[config.mk]
export PLATFORM = sky130hd
export DESIGN_NAME = first_fit_semispace_allocator
export DESIGN_NICKNAME = d
export VERILOG_FILES = /design/src/rtl/ffss_pkg.sv /design/src/rtl/ffss_space_ram.sv /design/src/rtl/first_fit_semispace_allocator.sv
export VERILOG_INCLUDE_DIRS = /design/src /design/src/rtl
export SDC_FILE = /design/constraint.sdc
export NUM_CORES = 1
export LEC_CHECK = 0
export BUFFER_PORTS_ARGS = -buffer_cell sky130_fd_sc_hd__buf_4
export CELL_PAD_IN_SITES_DETAIL_PLACEMENT = 1
export CELL_PAD_IN_SITES_GLOBAL_PLACEMENT = 1
export CORE_MARGIN = 5
export CORE_UTILIZATION = 46
export CTS_CLUSTER_SIZE = 10
export DETAILED_ROUTE_END_ITERATION = 10
export PLACE_DENSITY_LB_ADDON = 0.25
export SETUP_SLACK_MARGIN = 0.1
export SYNTH_ARGS = -nofsm -noshare
export SYNTH_HDL_FRONTEND = slang
export SYNTH_SLANG_ARGS = --single-unit
[constraint.sdc]
create_clock -name clk_i -period 2.6 [get_ports clk_i]
set_input_delay 0.13 -clock clk_i [delete_from_list [all_inputs] [get_ports clk_i]]
set_output_delay 0.13 -clock clk_i [all_outputs]
set_load 0.02 [all_outputs]
[src/rtl/first_fit_semispace_allocator_macros.svh]
// ----------------------------------------------------------------------------
// Assertion macros for the semispace allocator
// Concurrent assertion wrappers; empty when SYNTH is defined.
// ----------------------------------------------------------------------------
`ifndef FIRST_FIT_SEMISPACE_ALLOCATOR_MACROS_SVH
`define FIRST_FIT_SEMISPACE_ALLOCATOR_MACROS_SVH

`ifndef SYNTH
`define FFSS_ASSERT(lbl, clk, rst_n, prop) \
  lbl: assert property (@(posedge clk) disable iff (!rst_n) prop) \
    else $error("ffss assertion failed");
`define FFSS_ASSERT_NR(lbl, clk, prop) \
  lbl: assert property (@(posedge clk) prop) \
    else $error("ffss assertion failed");
`else
`define FFSS_ASSERT(lbl, clk, rst_n, prop)
`define FFSS_ASSERT_NR(lbl, clk, prop)
`endif

`endif

[src/rtl/ffss_pkg.sv]
// ----------------------------------------------------------------------------
// ffss_pkg
// Types and constants shared by the semispace allocator.
// ----------------------------------------------------------------------------
package ffss_pkg;

  localparam int HALF_WORDS    = 4096;
  localparam int TABLE_ENTRIES = 64;

  localparam int OFF_W   = 12;
  localparam int LEN_W   = 13;
  localparam int CNT_W   = 7;
  localparam int BYTES_W = 16;
  localparam int WORDS_W = 14;

  // Per-space state: the single free chunk and the allocation count.
  typedef struct packed {
    logic             free_valid;
    logic [OFF_W-1:0] free_start;
    logic [LEN_W-1:0] free_len;
    logic [CNT_W-1:0] used_cnt;
  } space_ent_t;

  typedef enum logic [2:0] {
    ST_CLEAR,
    ST_IDLE,
    ST_CHECK,
    ST_ALLOC,
    ST_DONE
  } state_e;

  function automatic space_ent_t fresh_space();
    space_ent_t e;
    e.free_valid = 1'b1;
    e.free_start = '0;
    e.free_len   = LEN_W'(HALF_WORDS);
    e.used_cnt   = '0;
    return e;
  endfunction

endpackage

[src/rtl/ffss_space_ram.sv]
// ----------------------------------------------------------------------------
// ffss_space_ram
// Two-entry space state memory, one write and one registered read port.
// ----------------------------------------------------------------------------
module ffss_space_ram (
  input  logic               clk_i,
  input  logic               wr_en_i,
  input  logic               wr_addr_i,
  input  ffss_pkg::space_ent_t wr_data_i,
  input  logic               rd_en_i,
  input  logic               rd_addr_i,
  output ffss_pkg::space_ent_t rd_data_o
);
  import ffss_pkg::*;

  space_ent_t mem [2];
  space_ent_t rd_data_q;

  always_ff @(posedge clk_i) begin
    if (wr_en_i) begin
      mem[wr_addr_i] <= wr_data_i;
    end
    if (rd_en_i) begin
      rd_data_q <= mem[rd_addr_i];
    end
  end

  assign rd_data_o = rd_data_q;

endmodule

[src/rtl/first_fit_semispace_allocator.sv]
// ----------------------------------------------------------------------------
// first_fit_semispace_allocator
// First-fit word allocator over two half spaces with flip on exhaustion.
// ----------------------------------------------------------------------------
//  channel | valid       | stall       | data
//  input   | in_valid_i  | in_stall_o  | request_bytes_i
//  output  | out_valid_o | out_stall_i | granted, space_used, word_offset,
//          |             |             | granted_words, flipped
//
// A request passes through accept with space memory read, flip check,
// allocate and output load, in that order.
// The registered space memory read sets the step order.
// After reset a clearing pass initializes both spaces; stall is high.
// A new word is taken while a result still waits at the output; a second
// result holds the load step, and input stall, until the output is taken.
// ----------------------------------------------------------------------------
`include "first_fit_semispace_allocator_macros.svh"

module first_fit_semispace_allocator (
  input  logic                         clk_i,
  input  logic                         rst_ni,
  input  logic                         in_valid_i,
  output logic                         in_stall_o,
  input  logic [ffss_pkg::BYTES_W-1:0] request_bytes_i,
  output logic                         out_valid_o,
  input  logic                         out_stall_i,
  output logic                         granted_o,
  output logic                         space_used_o,
  output logic [ffss_pkg::OFF_W-1:0]   word_offset_o,
  output logic [ffss_pkg::LEN_W-1:0]   granted_words_o,
  output logic                         flipped_o
);
  import ffss_pkg::*;

  state_e state_q, state_d;
  logic   clr_idx_q, clr_idx_d;
  logic   active_q, active_d;
  logic   flip_q, flip_d;
  logic [WORDS_W-1:0] words_q, words_d;

  logic             res_grant_q, res_grant_d;
  logic             res_space_q, res_space_d;
  logic [OFF_W-1:0] res_off_q, res_off_d;
  logic [LEN_W-1:0] res_len_q, res_len_d;
  logic             res_flip_q, res_flip_d;

  logic             out_valid_q, out_valid_d;
  logic             out_grant_q, out_space_q, out_flip_q;
  logic [OFF_W-1:0] out_off_q;
  logic [LEN_W-1:0] out_len_q;
  logic             out_load;

  logic       wr_en, wr_addr, rd_en, rd_addr;
  space_ent_t wr_data, rd_data, upd;
  logic       in_acc, fit, need_flip;

  ffss_space_ram u_ram (
    .clk_i     (clk_i),
    .wr_en_i   (wr_en),
    .wr_addr_i (wr_addr),
    .wr_data_i (wr_data),
    .rd_en_i   (rd_en),
    .rd_addr_i (rd_addr),
    .rd_data_o (rd_data)
  );

  assign in_stall_o = (state_q != ST_IDLE);
  assign in_acc     = in_valid_i && !in_stall_o;

  assign need_flip = (rd_data.used_cnt >= CNT_W'(TABLE_ENTRIES)) || !rd_data.free_valid;
  assign fit = (rd_data.used_cnt < CNT_W'(TABLE_ENTRIES)) && rd_data.free_valid &&
               ({1'b0, rd_data.free_len} >= words_q);

  always_comb begin
    upd            = rd_data;
    upd.free_start = rd_data.free_start + words_q[OFF_W-1:0];
    upd.free_len   = rd_data.free_len - words_q[LEN_W-1:0];
    upd.free_valid = (rd_data.free_len != words_q[LEN_W-1:0]);
    upd.used_cnt   = rd_data.used_cnt + CNT_W'(1);
  end

  assign out_load = (state_q == ST_DONE) && (!out_valid_q || !out_stall_i);

  always_comb begin
    state_d     = state_q;
    clr_idx_d   = clr_idx_q;
    active_d    = active_q;
    flip_d      = flip_q;
    words_d     = words_q;
    res_grant_d = res_grant_q;
    res_space_d = res_space_q;
    res_off_d   = res_off_q;
    res_len_d   = res_len_q;
    res_flip_d  = res_flip_q;
    wr_en       = 1'b0;
    wr_addr     = active_q;
    wr_data     = fresh_space();
    rd_en       = 1'b0;
    rd_addr     = active_q;
    case (state_q)
      ST_CLEAR: begin
        wr_en     = 1'b1;
        wr_addr   = clr_idx_q;
        clr_idx_d = 1'b1;
        if (clr_idx_q) begin
          state_d = ST_IDLE;
        end
      end
      ST_IDLE: begin
        if (in_acc) begin
          words_d = WORDS_W'(({1'b0, request_bytes_i} + 17'd7) >> 3);
          flip_d  = 1'b0;
          rd_en   = 1'b1;
          state_d = ST_CHECK;
        end
      end
      ST_CHECK: begin
        if (words_q == '0) begin
          res_grant_d = 1'b0;
          res_space_d = active_q;
          res_off_d   = '0;
          res_len_d   = '0;
          res_flip_d  = 1'b0;
          state_d     = ST_DONE;
        end else begin
          if (need_flip) begin
            wr_en    = 1'b1;
            active_d = ~active_q;
            flip_d   = 1'b1;
            rd_en    = 1'b1;
            rd_addr  = ~active_q;
          end
          state_d = ST_ALLOC;
        end
      end
      ST_ALLOC: begin
        if (fit) begin
          wr_en   = 1'b1;
          wr_data = upd;
        end
        res_grant_d = fit;
        res_space_d = active_q;
        res_off_d   = fit ? rd_data.free_start : '0;
        res_len_d   = fit ? words_q[LEN_W-1:0] : '0;
        res_flip_d  = flip_q;
        state_d     = ST_DONE;
      end
      ST_DONE: begin
        if (out_load) begin
          state_d = ST_IDLE;
        end
      end
      default: begin
        state_d = ST_CLEAR;
      end
    endcase
  end

  always_comb begin
    out_valid_d = out_valid_q;
    if (out_valid_q && !out_stall_i) begin
      out_valid_d = 1'b0;
    end
    if (out_load) begin
      out_valid_d = 1'b1;
    end
  end

  always_ff @(posedge clk_i or negedge rst_ni) begin
    if (!rst_ni) begin
      state_q     <= ST_CLEAR;
      clr_idx_q   <= 1'b0;
      active_q    <= 1'b0;
      flip_q      <= 1'b0;
      out_valid_q <= 1'b0;
    end else begin
      state_q     <= state_d;
      clr_idx_q   <= clr_idx_d;
      active_q    <= active_d;
      flip_q      <= flip_d;
      out_valid_q <= out_valid_d;
    end
  end

  always_ff @(posedge clk_i) begin
    words_q     <= words_d;
    res_grant_q <= res_grant_d;
    res_space_q <= res_space_d;
    res_off_q   <= res_off_d;
    res_len_q   <= res_len_d;
    res_flip_q  <= res_flip_d;
    if (out_load) begin
      out_grant_q <= res_grant_q;
      out_space_q <= res_space_q;
      out_off_q   <= res_off_q;
      out_len_q   <= res_len_q;
      out_flip_q  <= res_flip_q;
    end
  end

  assign out_valid_o     = out_valid_q;
  assign granted_o       = out_grant_q;
  assign space_used_o    = out_space_q;
  assign word_offset_o   = out_off_q;
  assign granted_words_o = out_len_q;
  assign flipped_o       = out_flip_q;

  `FFSS_ASSERT(a_busy_after_accept, clk_i, rst_ni, in_acc |=> in_stall_o)
  `FFSS_ASSERT(a_grant_len, clk_i, rst_ni, (out_valid_o && granted_o) |-> (granted_words_o != '0))
  `FFSS_ASSERT(a_fail_zero, clk_i, rst_ni, (out_valid_o && !granted_o) |-> (word_offset_o == '0 && granted_words_o == '0))
  `FFSS_ASSERT_NR(a_reset_clear, clk_i, !rst_ni |=> (state_q == ST_CLEAR || !rst_ni))

endmodule

==> results by group <==
Global route
  • GRT Total Usage: 0.192
  • Vias in the first global route: between 5,000 and 6,000
  • GRT Max-Usage Layer: met2
  • Initial antenna violation count: 0
  • First-pass GRT wire length: 29,000 um
  • Met1 usage: 0.241
  • Total gr overflow: 0
  • Largest net degree at the start of global routing: 34
  • GRT met2 Usage: 0.331
  • M3 GR Usage: 0.0369

Clock tree
  • Htree depth: 4
  • Worst-skew pair later-pin latency: 0.44 ns
  • Clock Sinks: between 150 and 200
  • Worst-path clk slew: 0.06 ns
  • CTS Buf Count: 17
  • CTS tree: done
  • Root Buffer Master: clkbuf_16
  • Clock Tree Buf Depth: 2

Worst setup path
  • CP Buf/Inv Count: 2
  • Critical-path cell list: inv_1 -> ha_2 -> a21oi_1 -> nor2b_1 -> o31ai_2 -> o211ai_1 -> a22o_4 -> clkbuf_16
  • Worst setup SP type: flip-flop
  • Setup CP Type: flip-flop to flip-flop
  • CP arrival: 2.84 ns
  • Worst EP required: 2.80 ns
  • Slowest cell delay on critical path: slightly above 0.5 ns
  • R2r startpoint: words_q[11]
  • Worst-path cell with the longest stage delay: edfxtp_1
  • Largest fanout on the critical path: 7
  • Cell family with most CP delay: compound AO/OA/AOI/OAI gates
  • Type of destination of the critical path: flip-flop
  • Critical path startpoint: words_q[11]

Floorplan
  • Initial Util: 0.471
  • Die height: 141 um
  • Die Width: 141 um
  • Site row count: 47
  • Die ar.: 19,800 um2
  • Core Region: 16,700 um2
  • IO Count: 50

STA
  • Max Clock Skew: 0.0145 ns
  • WHS: 0.0273 ns
  • Max Clk Rate: 379 MHz
  • Final period util: 1.02
  • Final hold vios: 0
  • Final number of max-transition violations: 0
  • Measured slew at the worst slew-check pin: 0.563 ns
  • Rel. slew slack: 0.622
  • Setup WS post-layout: -0.0391 ns
  • Final Setup Violations: 48
  • Shortest period the worst path allows: 2.64 ns
  • RSZ-0062 raised after global routing: true

Drt
  • Final wirelength: 20,200 um
  • Vias per cell: 5.53
  • 1st-pass router iterations: 5
  • Final ANT Viol Nets: 0
  • Vias: 4,892
  • WL/cell: 22.8 um
  • Residual DRC count: 0
  • DR iter-0 viols: ~420

Pwr
  • Pwr Density: 1240 nW/um2
  • P_leak: 3.76 nW
  • Worst vdd ir: 568 uV

Place
  • Final GP Congestion: between 0.8 and 0.9
  • DP Area: 8720 um2
  • Placed insts: just over 800
  • DP HPWL: 12,700 um
  • # port buffers: between 40 and 50

Yosys
  • Ys Warns: 0
  • Netlist cell types: 56
  • Post-Syn Area: 7870 um2
  • Syn_area_per_cell: 14.9 um2
  • Asr flop ratio synth: 0.0398
  • Top FF cell, synth: edfxtp_1
  • Post-synthesis cell count: 529
  • Mapped Nets: between 500 and 600
  • Post-synthesis sequential area ratio: 0.667
  • Yosys reg bits: around 180
  • Post-synth EDFFs: 169

Hold path
  • Hold Path Origin: request_bytes_i[6]
  • Hold Path Class: input port to flip-flop

Finish
  • Area delta synth->final: 25.4%
  • Antenna Diode Count: 0
  • Layout cells sized above 1: 0.321
  • Nets: about 700
  • Final instance area: 9870 um2
  • # fillers: 1,588
  • Non-Filler Instances: ~900
  • Fin util: 0.591

Run
  • Max_cap viols: 0

Outcome
  • Failing checks: negative setup slack
  • Outcome: finished with violations
## timing repair
action                                 4_1_cts  5_1_grt
buffers inserted                             6       15
pin swaps                                    6        7
endpoints found under the hold margin       14        0
resized for setup                           21       28
cloned                                       0        7
setup endpoints to repair                  154      179
hold buffers                                 7        0
## state kept, by name, summed over array words and instances (netlist names), 3 cells and up
| register | count |
|---|---|
| granted_words_o | 13 |
| u_ram.mem | 66 |
| word_offset_o | 12 |
| state_q | 3 |
| res_off_q | 12 |
| words_q | 14 |
| res_len_q | 13 |
| u_ram.rd_data_o | 33 |
## final timing paths
path                                 endpoint  slack (ns)  depth (start not counted)
max reg2reg                   u_ram.mem[1][9]       -0.04                          8
min in group asynchronous          state_q[1]        0.04                          2
max                           u_ram.mem[1][9]       -0.04                          8
min reg2reg                granted_words_o[4]        0.42                          0
min                                words_q[3]        0.03                          2
max in group asynchronous              flip_q        2.43                          2
## worst register-to-register path, cell delays in order (launching register included)
cell       delay [ns]
edfxtp_1         0.51
inv_1            0.15
ha_2             0.34
a21oi_1          0.17
nor2b_1          0.08
o31ai_2          0.36
o211ai_1         0.23
a22o_4           0.38
clkbuf_16        0.19
## cells by family after synthesis
logic type | count (synthesis) | synth area share
buffers and inverters | 42 | 0.0273
XOR/XNOR | 32 | 0.0380
flip-flops | 176 | 0.667
AO/OA/AOI/OAI | 74 | 0.0631
adder cells (fa/ha/maj) | 27 | 0.0448
multiplexers | 33 | 0.0610
AND/OR/NAND/NOR | 145 | 0.0987
## stage by stage
stage / setup WS, ns / power (mW) / TNS (ns)
6_report: -0.0391 / 12.3 / -0.801
5_1_grt: -0.100 / 12.8 / -5.08
4_1_cts: 0.0616 / 11.6 / 0
3_5_place_dp: -0.0887 / 8.89 / -4.49
3_3_place_gp: -0.00949 / 8.65 / -0.0644
2_1_floorplan: 0.107 / 7.32 / 0
## power by group
part	leakage (nW)	switching, mW	internal [mW]
clock	0.269	1.15	1.33
combinational	1.84	2.72	2.40
sequential	1.66	0.453	4.24
total	3.76	4.33	7.97
## synthesized netlist by cell type (2+ instances only)
cell type,number,area (um2)
nand2_1,20,75.1
o31ai_1,2,15.0
xnor2_1,22,193
o21a_1,2,15.0
nor4_1,2,12.5
a22o_1,2,17.5
and3_1,6,37.5
mux2_4,29,435
edfxtp_1,169,5070
fa_1,2,40.0
buf_6,7,78.8
xor2_1,9,78.8
mux2_2,4,45.0
and2_1,18,113
o21bai_1,5,37.5
or3_1,3,18.8
nor3_1,6,30.0
nor4_2,3,37.5
a21o_1,6,45.0
a211oi_1,6,45.0
o211ai_1,5,37.5
nor2b_1,4,25.0
nand4_1,5,31.3
nand3_1,11,55.1
o21ai_0,11,55.1
or4_1,2,15.0
or2_2,2,12.5
o31a_1,2,17.5
ha_1,25,313
dfrtp_1,7,175
a21oi_1,19,95.1
and4_1,2,17.5
a31oi_1,5,31.3
nor2_1,49,184
buf_2,3,15.0
a2111oi_0,2,17.5
nand2b_1,3,18.8
inv_1,31,116
## layer usage
| metal | vias to the layer above | wire length (um) |
|---|---|---|
| met5 | - | 0 |
| met4 | 0 | 378 |
| met3 | 31 | 879 |
| met2 | 134 | 10400 |
| met1 | 2502 | 8540 |
| li1 | 2225 | - |
## layout make-up
| type | instances | area (um2) | area share |
|---|---|---|---|
| Tap cell | 220 | 275 | 0.0279 |
| Inverter | 31 | 119 | 0.0120 |
| Timing Repair Buffer | 114 | 1100 | 0.111 |
| Clock inverter | 15 | 134 | 0.0136 |
| Multi-Input combinational cell | 311 | 2570 | 0.261 |
| Clock buffer | 17 | 425 | 0.0431 |
| Sequential cell | 176 | 5250 | 0.532 |
## placed cells by master, fill, tap and decap left out, types with 3 or more instances in the layout
cell           instances
o21ai_0               11
nor4_2                 4
and2_1                15
ha_2                   3
nand3_1               11
nor2_1                49
a21oi_1               14
nand4_1                5
buf_4                 88
clkbuf_16             22
buf_12                 9
and3_1                 6
clkinv_1               3
a21o_1                 6
a211oi_1               5
inv_6                  4
and2_4                 3
nor3_1                 6
ha_1                  19
ha_4                   3
mux2_2                 4
a31oi_1                3
a21oi_2                4
xor2_1                 9
o21bai_1               5
edfxtp_1             169
xnor2_1               22
clkinv_4               3
mux2_4                29
nand2b_1               3
o211ai_1               5
buf_6                  4
or3_1                  3
dlygate4sd3_1          7
inv_1                 28
dfrtp_1                7
nand2_1               20
Note: power is estimated with default switching activity, not from simulation.
